File: src/sv/assert_macros.svh
// Assertion macros shared by the rasterizer RTL modules.
// Each macro expects a clock named i_clk and an active-low reset named i_rst_n in scope.
`ifndef ASSERT_MACROS_SVH
`define ASSERT_MACROS_SVH

// Checks a property at every rising clock edge outside reset.
`define ASSERT_CLK(label, prop, msg) \
    label: assert property (@(posedge i_clk) disable iff (!i_rst_n) (prop)) else $error(msg);

// Checks that a condition never holds outside reset.
`define ASSERT_NEVER(label, expr, msg) \
    `ASSERT_CLK(label, !(expr), msg)

`endif

File: src/sv/rlr_pkg.sv
// Package for the reflecting line rasterizer: field widths, stream layouts,
// controller states and the command and status types. It depends on nothing.
`default_nettype none

package rlr_pkg;

    localparam int COORD_IN_W  = 4;
    localparam int DIR_W       = 7;
    localparam int COUNT_W     = 5;
    localparam int MAG_W       = 6;
    localparam int ERR_W       = 9;
    localparam int MAX_POINTS  = 16;

    localparam int IN_TDATA_W  = 32;
    localparam int OUT_TDATA_W = 8;

    localparam int START_X_LSB = 0;
    localparam int START_Y_LSB = START_X_LSB + COORD_IN_W;
    localparam int DIR_X_LSB   = START_Y_LSB + COORD_IN_W;
    localparam int DIR_Y_LSB   = DIR_X_LSB + DIR_W;
    localparam int COUNT_LSB   = DIR_Y_LSB + DIR_W;

    typedef enum logic {
        ST_IDLE,
        ST_RUN
    } t_state;

    typedef struct packed {
        logic load;
        logic advance;
    } t_cmd;

    typedef struct packed {
        logic count_nonzero;
        logic last;
    } t_status;

endpackage

`default_nettype wire

File: src/sv/reflecting_line_rasterizer.sv
// Top level of the reflecting line rasterizer: stream ports, controller and datapath.
// It depends on rlr_pkg, rlr_ctrl and rlr_datapath.
`default_nettype none

// One input item gives a start cell, a direction vector and a point count; the block
// then emits that many points of the Bresenham line from the start cell, reflecting
// off the grid walls, with tlast on the final point. Points leave one per cycle while
// the output is ready, since the datapath makes one error and cell update per point,
// and the next item is taken in the cycle after the last point; an item with a zero
// count emits nothing. Counts above 16 are treated as 16, direction -64 as -63, and
// start coordinates beyond the grid are clamped to its far edge.
module reflecting_line_rasterizer #(
    parameter int GRID_SIZE = 16
) (
    input  wire logic                            i_clk,
    input  wire logic                            i_rst_n,
    input  wire logic                            i_s_axis_tvalid,
    output logic                                 o_s_axis_tready,
    // Fields from bit 0: start_x[3:0], start_y[7:4], dir_x[14:8], dir_y[21:15],
    // point_count[26:22], zero padding[31:27].
    input  wire logic [rlr_pkg::IN_TDATA_W-1:0]  i_s_axis_tdata,
    output logic                                 o_m_axis_tvalid,
    input  wire logic                            i_m_axis_tready,
    // Fields from bit 0: point_x[3:0], point_y[7:4].
    output logic [rlr_pkg::OUT_TDATA_W-1:0]      o_m_axis_tdata,
    output logic                                 o_m_axis_tlast
);
    import rlr_pkg::*;

    t_cmd    cmd;
    t_status status;

    rlr_ctrl u_ctrl (
        .i_clk           (i_clk),
        .i_rst_n         (i_rst_n),
        .i_s_axis_tvalid (i_s_axis_tvalid),
        .o_s_axis_tready (o_s_axis_tready),
        .o_m_axis_tvalid (o_m_axis_tvalid),
        .i_m_axis_tready (i_m_axis_tready),
        .i_status        (status),
        .o_cmd           (cmd)
    );

    rlr_datapath #(
        .GRID_SIZE (GRID_SIZE)
    ) u_datapath (
        .i_clk          (i_clk),
        .i_rst_n        (i_rst_n),
        .i_s_axis_tdata (i_s_axis_tdata),
        .i_cmd          (cmd),
        .o_status       (status),
        .o_m_axis_tdata (o_m_axis_tdata)
    );

    assign o_m_axis_tlast = status.last;

endmodule

`default_nettype wire

File: src/sv/rlr_ctrl.sv
// Controller of the reflecting line rasterizer: the run state machine and the
// stream handshakes. It depends on rlr_pkg and assert_macros.svh.
`default_nettype none
`include "assert_macros.svh"

module rlr_ctrl (
    input  wire logic            i_clk,
    input  wire logic            i_rst_n,
    input  wire logic            i_s_axis_tvalid,
    output logic                 o_s_axis_tready,
    output logic                 o_m_axis_tvalid,
    input  wire logic            i_m_axis_tready,
    input  wire rlr_pkg::t_status i_status,
    output rlr_pkg::t_cmd        o_cmd
);
    import rlr_pkg::*;

    t_state r_state;
    t_state n_state;

    always_ff @(posedge i_clk) begin
        if (!i_rst_n) begin
            r_state <= ST_IDLE;
        end else begin
            r_state <= n_state;
        end
    end

    always_comb begin
        n_state         = r_state;
        o_s_axis_tready = 1'b0;
        o_m_axis_tvalid = 1'b0;
        o_cmd           = '0;
        unique case (r_state)
            ST_IDLE: begin
                o_s_axis_tready = 1'b1;
                if (i_s_axis_tvalid) begin
                    o_cmd.load = 1'b1;
                    if (i_status.count_nonzero) begin
                        n_state = ST_RUN;
                    end
                end
            end
            ST_RUN: begin
                o_m_axis_tvalid = 1'b1;
                if (i_m_axis_tready) begin
                    if (i_status.last) begin
                        n_state = ST_IDLE;
                    end else begin
                        o_cmd.advance = 1'b1;
                    end
                end
            end
            default: begin
                n_state = ST_IDLE;
            end
        endcase
    end

    `ASSERT_NEVER(a_one_item_at_a_time, o_m_axis_tvalid && o_s_axis_tready, "input taken during a run")
    `ASSERT_CLK(a_last_ends_run, (o_m_axis_tvalid && i_m_axis_tready && i_status.last) |=> o_s_axis_tready, "run did not end after last point")
    `ASSERT_NEVER(a_no_load_and_advance, o_cmd.load && o_cmd.advance, "load and advance together")

endmodule

`default_nettype wire

File: src/sv/rlr_datapath.sv
// Datapath of the reflecting line rasterizer: input decode, current cell, step
// signs, Bresenham error and point counter. It depends on rlr_pkg and assert_macros.svh.
`default_nettype none
`include "assert_macros.svh"

module rlr_datapath #(
    parameter int GRID_SIZE = 16
) (
    input  wire logic                            i_clk,
    input  wire logic                            i_rst_n,
    input  wire logic [rlr_pkg::IN_TDATA_W-1:0]  i_s_axis_tdata,
    input  wire rlr_pkg::t_cmd                   i_cmd,
    output rlr_pkg::t_status                     o_status,
    output logic [rlr_pkg::OUT_TDATA_W-1:0]      o_m_axis_tdata
);
    import rlr_pkg::*;

    localparam int CW = $clog2(GRID_SIZE);
    localparam logic [CW:0] GRID_LIM = (CW + 1)'(GRID_SIZE);
    localparam logic [CW-1:0] GRID_MAX = CW'(GRID_SIZE - 1);
    localparam logic [CW+COORD_IN_W:0] GRID_CMP = (CW + COORD_IN_W + 1)'(GRID_SIZE);

    logic [CW-1:0]     r_cur_x, r_cur_y;
    logic [CW-1:0]     n_cur_x, n_cur_y;
    logic              r_neg_x, r_neg_y;
    logic              n_neg_x, n_neg_y;
    logic [MAG_W-1:0]  r_mag_x, r_mag_y;
    logic [MAG_W-1:0]  n_mag_x, n_mag_y;
    logic [ERR_W-1:0]  r_err, n_err;
    logic [COUNT_W-1:0] r_left, n_left;

    logic [COORD_IN_W-1:0]    in_start_x, in_start_y;
    logic [DIR_W-1:0]         in_dir_x, in_dir_y;
    logic [COUNT_W-1:0]       in_count;
    logic [CW+COORD_IN_W:0]   sx_ext, sy_ext;
    logic [CW-1:0]            start_x_cl, start_y_cl;
    logic [DIR_W-1:0]         dir_x_sat, dir_y_sat, abs_x, abs_y;
    logic [COUNT_W-1:0]       count_sat;
    logic signed [ERR_W:0]    e2;
    logic signed [ERR_W:0]    neg_mag_x_ext, mag_y_ext;
    logic                     step_y, step_x;
    logic [CW:0]              y_next, x_next;
    logic [CW+3:0]            px_ext, py_ext;

    function automatic logic [CW:0] axis_step(input logic [CW-1:0] pos, input logic neg);
        logic        nneg;
        logic [CW:0] pos_ext;
        begin
            pos_ext = {1'b0, pos};
            nneg    = neg;
            if (neg) begin
                if (pos == '0) begin
                    nneg = 1'b0;
                end
            end else if (pos_ext + 1'b1 >= GRID_LIM) begin
                nneg = 1'b1;
            end
            return {nneg, nneg ? pos - 1'b1 : pos + 1'b1};
        end
    endfunction

    always_comb begin
        in_start_x = i_s_axis_tdata[START_X_LSB +: COORD_IN_W];
        in_start_y = i_s_axis_tdata[START_Y_LSB +: COORD_IN_W];
        in_dir_x   = i_s_axis_tdata[DIR_X_LSB +: DIR_W];
        in_dir_y   = i_s_axis_tdata[DIR_Y_LSB +: DIR_W];
        in_count   = i_s_axis_tdata[COUNT_LSB +: COUNT_W];

        sx_ext     = (CW + COORD_IN_W + 1)'(in_start_x);
        sy_ext     = (CW + COORD_IN_W + 1)'(in_start_y);
        start_x_cl = (sx_ext >= GRID_CMP) ? GRID_MAX : sx_ext[CW-1:0];
        start_y_cl = (sy_ext >= GRID_CMP) ? GRID_MAX : sy_ext[CW-1:0];

        dir_x_sat  = (in_dir_x == {1'b1, {(DIR_W-1){1'b0}}}) ?
                     {1'b1, {(DIR_W-2){1'b0}}, 1'b1} : in_dir_x;
        dir_y_sat  = (in_dir_y == {1'b1, {(DIR_W-1){1'b0}}}) ?
                     {1'b1, {(DIR_W-2){1'b0}}, 1'b1} : in_dir_y;
        abs_x      = dir_x_sat[DIR_W-1] ? (~dir_x_sat + 1'b1) : dir_x_sat;
        abs_y      = dir_y_sat[DIR_W-1] ? (~dir_y_sat + 1'b1) : dir_y_sat;
        count_sat  = (in_count > COUNT_W'(MAX_POINTS)) ? COUNT_W'(MAX_POINTS) : in_count;

        e2            = $signed({r_err, 1'b0});
        neg_mag_x_ext = -$signed({{(ERR_W-MAG_W+1){1'b0}}, r_mag_x});
        mag_y_ext     = $signed({{(ERR_W-MAG_W+1){1'b0}}, r_mag_y});
        step_y        = e2 > neg_mag_x_ext;
        step_x        = e2 < mag_y_ext;
        y_next        = axis_step(r_cur_y, r_neg_y);
        x_next        = axis_step(r_cur_x, r_neg_x);

        n_cur_x = r_cur_x;
        n_cur_y = r_cur_y;
        n_neg_x = r_neg_x;
        n_neg_y = r_neg_y;
        n_mag_x = r_mag_x;
        n_mag_y = r_mag_y;
        n_err   = r_err;
        n_left  = r_left;

        if (i_cmd.load) begin
            n_cur_x = start_x_cl;
            n_cur_y = start_y_cl;
            n_neg_x = dir_x_sat[DIR_W-1];
            n_neg_y = dir_y_sat[DIR_W-1];
            n_mag_x = abs_x[MAG_W-1:0];
            n_mag_y = abs_y[MAG_W-1:0];
            n_err   = ERR_W'(abs_y[MAG_W-1:0]) - ERR_W'(abs_x[MAG_W-1:0]);
            n_left  = count_sat;
        end else if (i_cmd.advance) begin
            n_err = r_err - (step_y ? ERR_W'(r_mag_x) : '0)
                          + (step_x ? ERR_W'(r_mag_y) : '0);
            if (step_y) begin
                n_neg_y = y_next[CW];
                n_cur_y = y_next[CW-1:0];
            end
            if (step_x) begin
                n_neg_x = x_next[CW];
                n_cur_x = x_next[CW-1:0];
            end
            n_left = r_left - 1'b1;
        end

        px_ext = (CW + 4)'(r_cur_x);
        py_ext = (CW + 4)'(r_cur_y);
        o_m_axis_tdata = {py_ext[3:0], px_ext[3:0]};

        o_status.count_nonzero = in_count != '0;
        o_status.last          = r_left == COUNT_W'(1);
    end

    always_ff @(posedge i_clk) begin
        if (!i_rst_n) begin
            r_cur_x <= '0;
            r_cur_y <= '0;
            r_neg_x <= 1'b0;
            r_neg_y <= 1'b0;
            r_mag_x <= '0;
            r_mag_y <= '0;
            r_err   <= '0;
            r_left  <= '0;
        end else begin
            r_cur_x <= n_cur_x;
            r_cur_y <= n_cur_y;
            r_neg_x <= n_neg_x;
            r_neg_y <= n_neg_y;
            r_mag_x <= n_mag_x;
            r_mag_y <= n_mag_y;
            r_err   <= n_err;
            r_left  <= n_left;
        end
    end

    `ASSERT_CLK(a_cell_on_grid, (r_cur_x <= GRID_MAX) && (r_cur_y <= GRID_MAX), "cell left the grid")
    `ASSERT_CLK(a_advance_counts_down, i_cmd.advance && !i_cmd.load |=> r_left == $past(r_left) - 1'b1, "point counter did not step")

endmodule

`default_nettype wire
File: config.mk
export PLATFORM = sky130hd
export DESIGN_NAME = reflecting_line_rasterizer
export DESIGN_NICKNAME = d
export VERILOG_FILES = /design/src/sv/rlr_pkg.sv /design/src/sv/reflecting_line_rasterizer.sv /design/src/sv/rlr_ctrl.sv /design/src/sv/rlr_datapath.sv
export VERILOG_INCLUDE_DIRS = /design/src /design/src/sv
export SDC_FILE = /design/constraint.sdc
export NUM_CORES = 1
export LEC_CHECK = 0
export BUFFER_PORTS_ARGS = -buffer_cell sky130_fd_sc_hd__buf_2
export CAP_MARGIN = 20
export CELL_PAD_IN_SITES_DETAIL_PLACEMENT = 0
export CELL_PAD_IN_SITES_GLOBAL_PLACEMENT = 1
export CORE_MARGIN = 3
export CORE_UTILIZATION = 47
export DETAILED_ROUTE_END_ITERATION = 8
export PLACE_DENSITY_LB_ADDON = 0.12
export SYNTH_ARGS = -nofsm -noshare
export SYNTH_HDL_FRONTEND = slang
export SYNTH_SLANG_ARGS = --single-unit
File: constraint.sdc
create_clock -name i_clk -period 9.2 [get_ports i_clk]
set_input_delay 1.84 -clock i_clk [delete_from_list [all_inputs] [get_ports i_clk]]
set_output_delay 1.84 -clock i_clk [all_outputs]
set_load 0.01 [all_outputs]
==> results of run 1 <==
## layer usage
layer  wire, um  track usage (%)  vias to the layer above
met2       3595            30.84                       50
met3        279            2.900                        6
li1           -                -                     1579
met1       4117            28.37                     1394
met5          0                0                        -
met4         91            5.653                        0
## metrics by stage
step / power [mW] / utilization (%) / instance area [um^2]
final: 0.7838 / 54.96 / 3796
after detailed placement: 0.6626 / 53.55 / 3699
after CTS: 0.7859 / 54.86 / 3789
after global placement: 0.6547 / 53.55 / 3699
after global routing: 0.8556 / 54.96 / 3796
after floorplan: 0.5578 / - / 3417
## report_power, final
part           total, mW  internal [mW]  switching (mW)
clock network      0.121         0.0593          0.0614
registers          0.213          0.183          0.0304
logic              0.450          0.198           0.252
## final timing paths
kind | end | slack [ps] | startpoint
max | u_datapath.r_err[7] | 4470 | u_datapath.r_mag_x[2]
min reg2reg | u_datapath.r_cur_y[3] | 480 | u_datapath.r_cur_y[3]
min | u_datapath.r_cur_y[3] | 480 | u_datapath.r_cur_y[3]
max reg2reg | u_datapath.r_err[7] | 4470 | u_datapath.r_mag_x[2]
## cells in the final DEF (no fill, tap or decap), drive strengths merged, types with 14 or more instances in the layout
master  count
a211oi     20
a21oi      27
buf        44
dfxtp      37
ha         38
inv        46
nand2      40
nor2       38
o21ai      18
xnor2      14
## cell type report
class / instances / area, um^2 / share of cell area [%]
Multi-Input combinational cell: 331 / 2445 / 64.40
Sequential cell: 37 / 740.7 / 19.51
Timing Repair Buffer: 44 / 227.7 / 5.999
Inverter: 46 / 172.7 / 4.548
Tap cell: 96 / 120.1 / 3.164
Clock buffer: 6 / 82.58 / 2.175
Clock inverter: 1 / 7.507 / 0.1978
## cell families after synthesis
kind of cell,share of synthesized area [%]
DFF,21.68
muxes,2.710
AOI/OAI and AO/OA,21.35
buffers and inverters,6.847
xor gates and xnor gates,7.030
adders and majority gates,19.19
and+or+nand+nor,21.20
## critical path, delay by kind of cell, from the launching register on
kind / cells / cell delay (ps)
simple gates: 7 / 1440
fa+ha+maj: 3 / 1190
compound gates: 6 / 1140
flops: 1 / 370
mux: 1 / 260
xor+xnor: 1 / 170
buf+inv: 1 / 40
## registers in the layout, summed over array words and instances, names as in the netlist
register	cells
u_datapath.r_neg_y	1
u_datapath.r_cur_y	4
u_datapath.r_cur_x	4
u_datapath.r_neg_x	1
u_datapath.r_left	5
u_datapath.r_err	9
u_datapath.r_mag_x	6
u_datapath.r_mag_y	6
u_ctrl.r_state	1
==> impl_results.md, run 1 <==
* Syn Inst Count at 430
* Drt first pass iters at 4
* CTS resizes at 0
* Worst Hold Depth at 1
* Total gr overflow at 0
* Crit Path Category: reg2reg
* Yosys Warn Count at 0
* Worst rel slew slack at between 30% and 40%
* Static leakage at ~1.8 nW
* Port bufs at 41
* GPL Wtd Cong at roughly 0.84
* # DRC at 0
* Final setup margin at ~4500 ps
* Final setup viols at 0
* H-tree Lvls at 2
* Min Clock Period, post-route at between 4000 and 5000 ps
* Top-area cell type share of the netlist area at a little over a fifth
* List of most frequent post-synthesis cells: inv_1, nand2_1, ha_1, nor2_1, dfxtp_1
* Hold_ws at ~480 ps
* Hold Fails Final Rpt at 0
* Routed Antenna Nets at 0
* Async SR Flop Fraction at 0%
* Slowest CP cell: fa_1
* Delay of the slowest critical-path stage at approximately 540 ps
* CTS Root Buffer Type: clkbuf_8
* Setup bufs post-CTS at 0
* Worst Reg2Reg Path Length in Cells at 19
* Detail Placement HPWL at around 6.3 mm
* CTS Buf Count at 5
* Share of layout cells above drive strength 1 at a little over an eighth
* Slew Viols, Final at 0
* Via count at ~3000
* Area contributors post-synth: dfxtp_1, ha_1, fa_1
* Antenna diode count at 0
* RSZ-0062 raised after global routing: no
* Die Width at 91.27 um
* Actual slew at the worst max-slew pin at slightly above 1000 ps
* Syn_nets at around 500
* Area Overhead vs Synth at 11.09%
* Crit Path Max Fanout at 6
* Crit start category: flip-flop
* Largest net degree at the start of global routing at 41
* Required @ worst endpoint at between 9000 and 10000 ps
* Cts hold-fix bufs at 0
* Clk buf depth at 2
* CP dominant cell by count: a21oi_1
* Worst-Skew Late Latency at around 290 ps
* Status: completed
* Chip height at between 90 and 100 um
* Initial antenna violation count at 0
* Fillers at approximately 700
* Mapped Area at 0.003417 mm^2
* Max IR drop VDD at a little under 0.09 mV
* CP Cell Sequence: nor3_1, nand3_1, xnor2_1, ha_1, nand4_1, o31a_1, o211a_1, mux2i_1, nor2_1, and2_1, fa_1, inv_1, ha_1, a21o_1, a21oi_1, a21oi_1, or3_1, nand3_1, a21oi_1
* DRT iter0 DRCs at approximately 140
* Netlist cell types at 60
* Initial Util at between 40% and 50%
* Worst min-delay path class: reg2reg
* CTS tree: yes
* TNS Setup at 0 ps
* Final Cycle Share at between 50% and 60%
* EDFF count, synth at 0
* Top Ports at 47
* Max Freq at between 200 and 250 MHz
* Max_cap viols at 0
* First-pass GRT wire length at around 13 mm
* CP Data Arrival Time at 4890 ps
* Sink Count at 37
* Dpl cells at about 550
* Drt wl/cell at roughly 14 um
* # rows at 30
* Layout Cells excl Fill at around 560
* Syn Area/Cell at approximately 7.9 um^2
* Ys flop type: dfxtp_1
* DP Worst Slack at between 4000 and 5000 ps
* Sequential area share after synthesis at a little over a fifth
* Nets at between 500 and 600
* CP endpoint kind: flip-flop
* Vias per cell at between 5 and 6
* Pwr Density at approximately 210 mW/mm^2
* Core Region at 0.006907 mm^2
* Largest area contributor in the netlist: dfxtp_1
* Die Area at 0.008329 mm^2
* Clk slew on worst S/H paths at approximately 80 ps
* Seq cells post-synth at 37
* Setup Skew at around 12 ps
* GRT Total Usage at roughly 20%
* Most common cell in the netlist: inv_1
* WL final at about 8.1 mm
* Vias in the first global route at 2751
Power figures use the tool's default switching activity.
==> run 2, diff against run 1 <==
CORE_UTILIZATION = 43   (was 47)
clock period = 4.4 ns   (was 9.2 ns; I/O delays follow)
==> run 2 against run 1 <==
Compared with the run above:
- count of clock-buffer cells in the layout up 1
- worst hold slack gained 12 ps
- critical endpoint is now u_datapath.r_err[8]
- combinational power grew to 2.5 times the previous value
- setup slack worse by 4300 ps
- highest routed layer unchanged
- critical path depth rose by 1
- largest power group unchanged
==> impl_results.md, run 2 (same netlist as run 1, synthesis figures left out) <==
* Status: completed
* Hold Fails Final Rpt at 0
* Worst Reg2Reg Path Length in Cells at 20
* Total gr overflow at 0
* Crit Path Max Fanout at 4
* Fillers at between 700 and 800
* Die Area at a little over 0.009 mm^2
* CTS Root Buffer Type: clkbuf_8
* Hold_ws at just under 500 ps
* CP endpoint kind: flip-flop
* H-tree Lvls at 2
* Worst Hold Depth at 2
* Vias in the first global route at between 3000 and 4000
* GRT Total Usage at 20.30%
* First-pass GRT wire length at roughly 14 mm
* R2R setup slack at 200 ps
* Port bufs at just over 40
* Setup Skew at approximately 4.7 ps
* CP Data Arrival Time at ~4400 ps
* Critical path buffer and inverter count at 3
* Final Cell Area at about 0.0041 mm^2
* Largest net degree at the start of global routing at 29
* DRT iter0 DRCs at 118
* Top reg by flops: u_datapath.r_err
* CP dominant cell by count: buf_4
* Min-Delay Endpoint: u_datapath.r_mag_y[3]
* Crit Path Category: reg2reg
* Max reg flops at 9
* Via count at 3141
* Commonest non-fill, non-tap cells in the layout: inv_1, buf_2, nand2_1
* Crit-path leading delay family: simple AND/OR/NAND/NOR gates
* Slew Viols, Final at 0
* # DRC at 0
* CTS tree: yes
* Max_cap viols at 0
* Core Region at 0.007486 mm^2
* Chip height at about 95 um
* Clk buf depth at 2
* Dpl cells at around 580
* Final Cycle Share at 95.56%
* Die Width at between 90 and 100 um
* Sink Count at 37
* Max IR drop VDD at 0.1869 mV
* Delay of the slowest critical-path stage at 540 ps
* Nets at approximately 570
* Worst min-delay path class: reg2reg
* Vias per cell at approximately 5.4
* Top Ports at 47
* Routed Antenna Nets at 0
* Required @ worst endpoint at ~4600 ps
* Initial antenna violation count at 0
* Detail Placement HPWL at about 6.6 mm
* Top Registers: u_datapath.r_err (9), u_datapath.r_mag_x (6), u_datapath.r_mag_y (6)
* Initial Util at between 40% and 50%
* Min Clock Period, post-route at around 4200 ps
* RR Endpoint: u_datapath.r_err[8]
* Final setup viols at 0
* Actual slew at the worst max-slew pin at approximately 700 ps
* Drt wl/cell at about 15 um
* Antenna diode count at 0
* # rows at 31
* WL final at ~8.7 mm
* Sequential cell area at roughly 740 um^2
* TNS Setup at 0 ps
* Static leakage at 1.911 nW
* Post-placement cell area at between 0.003 and 0.004 mm^2
* Hold_sp: u_datapath.r_mag_y[3]
* Clk slew on worst S/H paths at 80 ps
* Slowest CP cell: fa_1
* Worst-Skew Late Latency at just under 300 ps
* GPL Wtd Cong at around 0.87
* Worst r2r src: u_datapath.r_mag_x[2]
* Crit start category: flip-flop
* Commonest non-fill, non-tap cell in the layout: inv_1
* CTS Buf Count at 5
* Max Freq at ~240 MHz
* Pwr Density at about 460 mW/mm^2
* Drt first pass iters at 4
* Multi-input logic area at 0.002589 mm^2
* Area Overhead vs Synth at 20.76%
* Worst rel slew slack at between 50 and 60%
* Share of layout cells above drive strength 1 at roughly 22%
* CP Cell Sequence: nor3_4, buf_4, buf_4, and3b_1, ha_1, nand4_2, or3_1, o211a_1, mux2i_4, nor2_4, and2_4, fa_1, inv_1, ha_4, a21o_1, a21oi_2, nand2b_4, a31oi_1, mux2i_1, o21ai_0
* Layout Cells excl Fill at just under 600
[run 2: worst max path at each step]
stage	start	end	slack, ps	cells after the start
floorplan	u_datapath.r_mag_x[2]	u_datapath.r_err[7]	190	19
global placement	u_datapath.r_mag_x[2]	u_datapath.r_err[7]	-80	19
global route	u_datapath.r_mag_x[3]	u_datapath.r_err[8]	-30	21
CTS	u_datapath.r_mag_x[4]	u_datapath.r_err[7]	30	19
finish	u_datapath.r_mag_x[2]	u_datapath.r_err[8]	200	20
detailed placement	u_datapath.r_mag_x[2]	u_datapath.r_err[7]	-120	19
[run 2: layout make-up]
cell class	count	area share [%]
Multi-Input combinational cell	331	62.73
Inverter	46	4.184
Clock inverter	1	0.7277
Sequential cell	37	18.01
Timing Repair Buffer	64	9.248
Tap cell	99	3.002
Clock buffer	7	2.092
[run 2: worst register-to-register path, delay by kind of cell (launching register included)]
kind                       cells  cell delay (ps)
AOI/OAI and AO/OA              5              660
adders and majority gates      3             1100
buffers and inverters          3              330
DFF                            1              380
muxes                          2              480
and+or+nand+nor                7             1130
[run 2: per-stage QoR]
step           setup WS [ps]  utilization (%)  total power, mW
6_report               195.5            55.12            1.890
5_1_grt               -33.85            55.12            2.068
4_1_cts                29.27            53.42            1.784
3_5_place_dp          -115.5            51.36            1.444
3_3_place_gp          -75.16            51.36            1.433
2_1_floorplan          190.4                -            1.166
[run 2: power breakdown]
group,internal [mW],leakage [nW],switching (mW)
sequential,0.383,0.307,0.0596
combinational,0.536,1.55,0.601
clock,0.185,0.0585,0.126
total,1.10,1.91,0.787
[run 2: repair_timing]
| action | in CTS | in global routing |
|---|---|---|
| setup buffers | 1 | 0 |
| gates resized for setup | 6 | 25 |
| hold buffers | 0 | 0 |
| pin swaps | 3 | 18 |
| endpoints found under the setup margin | 5 | 6 |
[run 2: routing by layer]
layer,vias to the layer above,share of wire [%],GRT usage (%)
li1,1620,-,-
met1,1463,51,28.21
met4,0,0.97,5.288
met2,51,45,33.24
met5,-,0,0
met3,7,2.6,2.447
==> run 3, diff against run 2 <==
ABC_AREA = 1   (was not set)
CORE_UTILIZATION = 38   (was 43)
clock period = 3.8 ns   (was 4.4 ns; I/O delays follow)
==> run 3 against run 2 <==
Compared with the run above:
- sequential power grew 14%
- die area rose by 16%
- highest routed layer unchanged
- non-clock buffer count fell by 1
- worst hold slack improved by 16 ps
- maximum frequency up 15%
- critical path type unchanged
- via count rose by 11%
- clock skew increased by 2.4 ps
- synthesized area up 3.8%
==> impl_results.md, run 3 <==
* Worst rel slew slack at a little over a third
* Hold Fails Final Rpt at 0
* Final Cycle Share at between 90 and 100%
* # DRC at 0
* Clk buf depth at 2
* Max_cap viols at 0
* Final setup viols at 0
* Mapped Area at 0.003548 mm^2
* Initial Util at 39.91%
* Top Registers: u_datapath.r_err (9), u_datapath.r_mag_x (6), u_datapath.r_mag_y (6)
* Crit Path Category: reg2reg
* GPL Wtd Cong at 0.8072
* Area Overhead vs Synth at 22.18%
* Sequential area share after synthesis at a little over a fifth
* Sink Count at 37
* Delay of the slowest critical-path stage at ~550 ps
* CP endpoint kind: flip-flop
* CP Cell Sequence: nor3_4, nand3_2, xor2_1, ha_1, nand2_2, nor2_2, nand3_2, nand3_2, nand2_2, nand3_4, nor2_2, fa_1, inv_2, ha_4, a21oi_1, nand2_2, nand4_1, nand2_1, nand2_1, nand3_1, a21oi_1
* Area contributors post-synth: dfxtp_1, ha_1, nand2_1
* Chip height at about 100 um
* Fillers at roughly 940
* Async SR Flop Fraction at 0%
* Port bufs at slightly above 40
* Static leakage at between 2 and 2.5 nW
* Vias in the first global route at roughly 3200
* Commonest non-fill, non-tap cells in the layout: nand2_1, inv_1, nor2_1
* Vias per cell at between 4 and 5
* TNS Setup at 0 ps
* Yosys Warn Count at 0
* Netlist cell types at 40
* Die Width at 102.6 um
* Core Region at 0.008891 mm^2
* Total power at approximately 2.2 mW
* Min Clock Period, post-route at 3655 ps
* Worst min-delay path class: reg2reg
* Syn Inst Count at between 500 and 600
* EDFF count, synth at 0
* Crit-path leading delay family: simple AND/OR/NAND/NOR gates
* Slowest CP cell: fa_1
* Detail Placement HPWL at approximately 7 mm
* Antenna diode count at 0
* Largest net degree at the start of global routing at between 50 and 60
* Die Area at between 0.01 and 0.015 mm^2
* H-tree Lvls at 2
* RSZ-0062 raised after global routing: yes
* Commonest non-fill, non-tap cell in the layout: nand2_1
* Drt first pass iters at 4
* Worst-Skew Late Latency at around 290 ps
* Largest area contributor in the netlist: dfxtp_1
* Top Ports at 47
* CP Data Arrival Time at approximately 3900 ps
* Initial antenna violation count at 0
* Most common cell in the netlist: nand2_1
* Max reg flops at 9
* Nets at 675
* Max IR drop VDD at approximately 0.2 mV
* Drt wl/cell at approximately 13 um
* Status: completed
* Cts hold-fix bufs at 0
* CTS tree: yes
* CTS Root Buffer Type: clkbuf_8
* Setup Skew at a little over 7 ps
* Hold_ws at a little over 500 ps
* Actual slew at the worst max-slew pin at slightly below 1000 ps
* Syn Area/Cell at approximately 6.6 um^2
* Crit Path Max Fanout at 6
* # rows at 34
* Ys flop type: dfxtp_1
* Slew Viols, Final at 0
* Total gr overflow at 0
* List of most frequent post-synthesis cells: nand2_1, inv_1, nor2_1
* Crit start category: flip-flop
* Required @ worst endpoint at 4030 ps
* Max Freq at 273.6 MHz
* CTS Buf Count at 5
* Syn_nets at just over 600
* Via count at between 3000 and 4000
* DRT iter0 DRCs at between 100 and 150
* First-pass GRT wire length at approximately 15 mm
* Critical path buffer and inverter count at 1
* Pwr Density at 503.3 mW/mm^2
* Top-area cell type share of the netlist area at about a fifth
* Top reg by flops: u_datapath.r_err
* Clk slew on worst S/H paths at 80 ps
* Share of layout cells above drive strength 1 at 22.93%
* GRT Total Usage at between 10% and 20%
* Routed Antenna Nets at 0
* Seq cells post-synth at 37
* WL final at ~9.3 mm
run 3: cells by family (layout without fill, tap and decap cells):
group	after synthesis	count (layout)	share of synthesized area [%]
and+or+nand+nor	225	225	29.62
buffers and inverters	111	170	12.38
xor gates and xnor gates	11	11	2.715
DFF	37	37	20.87
adders and majority gates	47	47	18.48
AOI/OAI and AO/OA	103	103	15.94
run 3: worst register-to-register path, cell delays in order, from the launching register on:
cell     delay, ps
dfxtp_4        360
nor3_4         200
nand3_2        130
xor2_1         190
ha_1           310
nand2_2         60
nor2_2         160
nand3_2        140
nand3_2         90
nand2_2         70
nand3_4        140
nor2_2          70
fa_1           550
inv_2           50
ha_4           230
a21oi_1        240
nand2_2        120
nand4_1        120
nand2_1         60
nand2_1         60
nand3_1         90
a21oi_1        170
run 3: per-layer routing:
metal | global-route usage [%] | wire length (um) | vias up
met5 | 0 | 0 | -
met4 | 3.330 | 98 | 0
met3 | 2.300 | 425 | 7
met2 | 30.64 | 4372 | 60
met1 | 25.08 | 4448 | 1560
li1 | - | - | 1861
run 3: layout make-up:
type / count / area, um^2 / share of cell area [%]
multi-input cells: 386 / 2592 / 59.80
inverters: 99 / 371.6 / 8.571
repair buffers: 63 / 374.1 / 8.629
well taps: 108 / 135.1 / 3.117
clock buffers: 7 / 86.33 / 1.991
clock inverters: 1 / 30.03 / 0.6926
flip-flops and latches: 37 / 745.7 / 17.20
run 3: repair_timing:
action,in CTS,in global routing
buffers inserted,0,6
gates resized for setup,7,48
setup endpoints to repair,6,6
pin swaps,3,19
run 3: per-stage QoR:
step / setup WS, ps / instance area [um^2] / cells / utilization (%)
after CTS: 43.10 / 4081 / 695 / 45.90
final: 144.9 / 4335 / 701 / 48.76
after detailed placement: -107.2 / 3941 / 687 / 44.33
after global placement: -54.74 / 3941 / 687 / 44.33
after global routing: -129.7 / 4335 / 701 / 48.76
after floorplan: 157.0 / 3548 / 534 / -
run 3: final timing paths:
kind / slack [ps] / start / depth (start not counted) / to
setup reg to reg: 140 / u_datapath.r_mag_x[0] / 21 / u_datapath.r_err[7]
hold / removal: 500 / u_datapath.r_left[1] / 2 / u_datapath.r_left[1]
hold reg to reg: 500 / u_datapath.r_left[1] / 2 / u_datapath.r_left[1]
setup / recovery: 140 / u_datapath.r_mag_x[0] / 21 / u_datapath.r_err[7]
run 3: where the power goes:
| part | switching (mW) | internal (mW) |
|---|---|---|
| sequential | 0.0626 | 0.443 |
| combinational | 0.727 | 0.585 |
| clock | 0.150 | 0.214 |
| total | 0.940 | 1.24 |
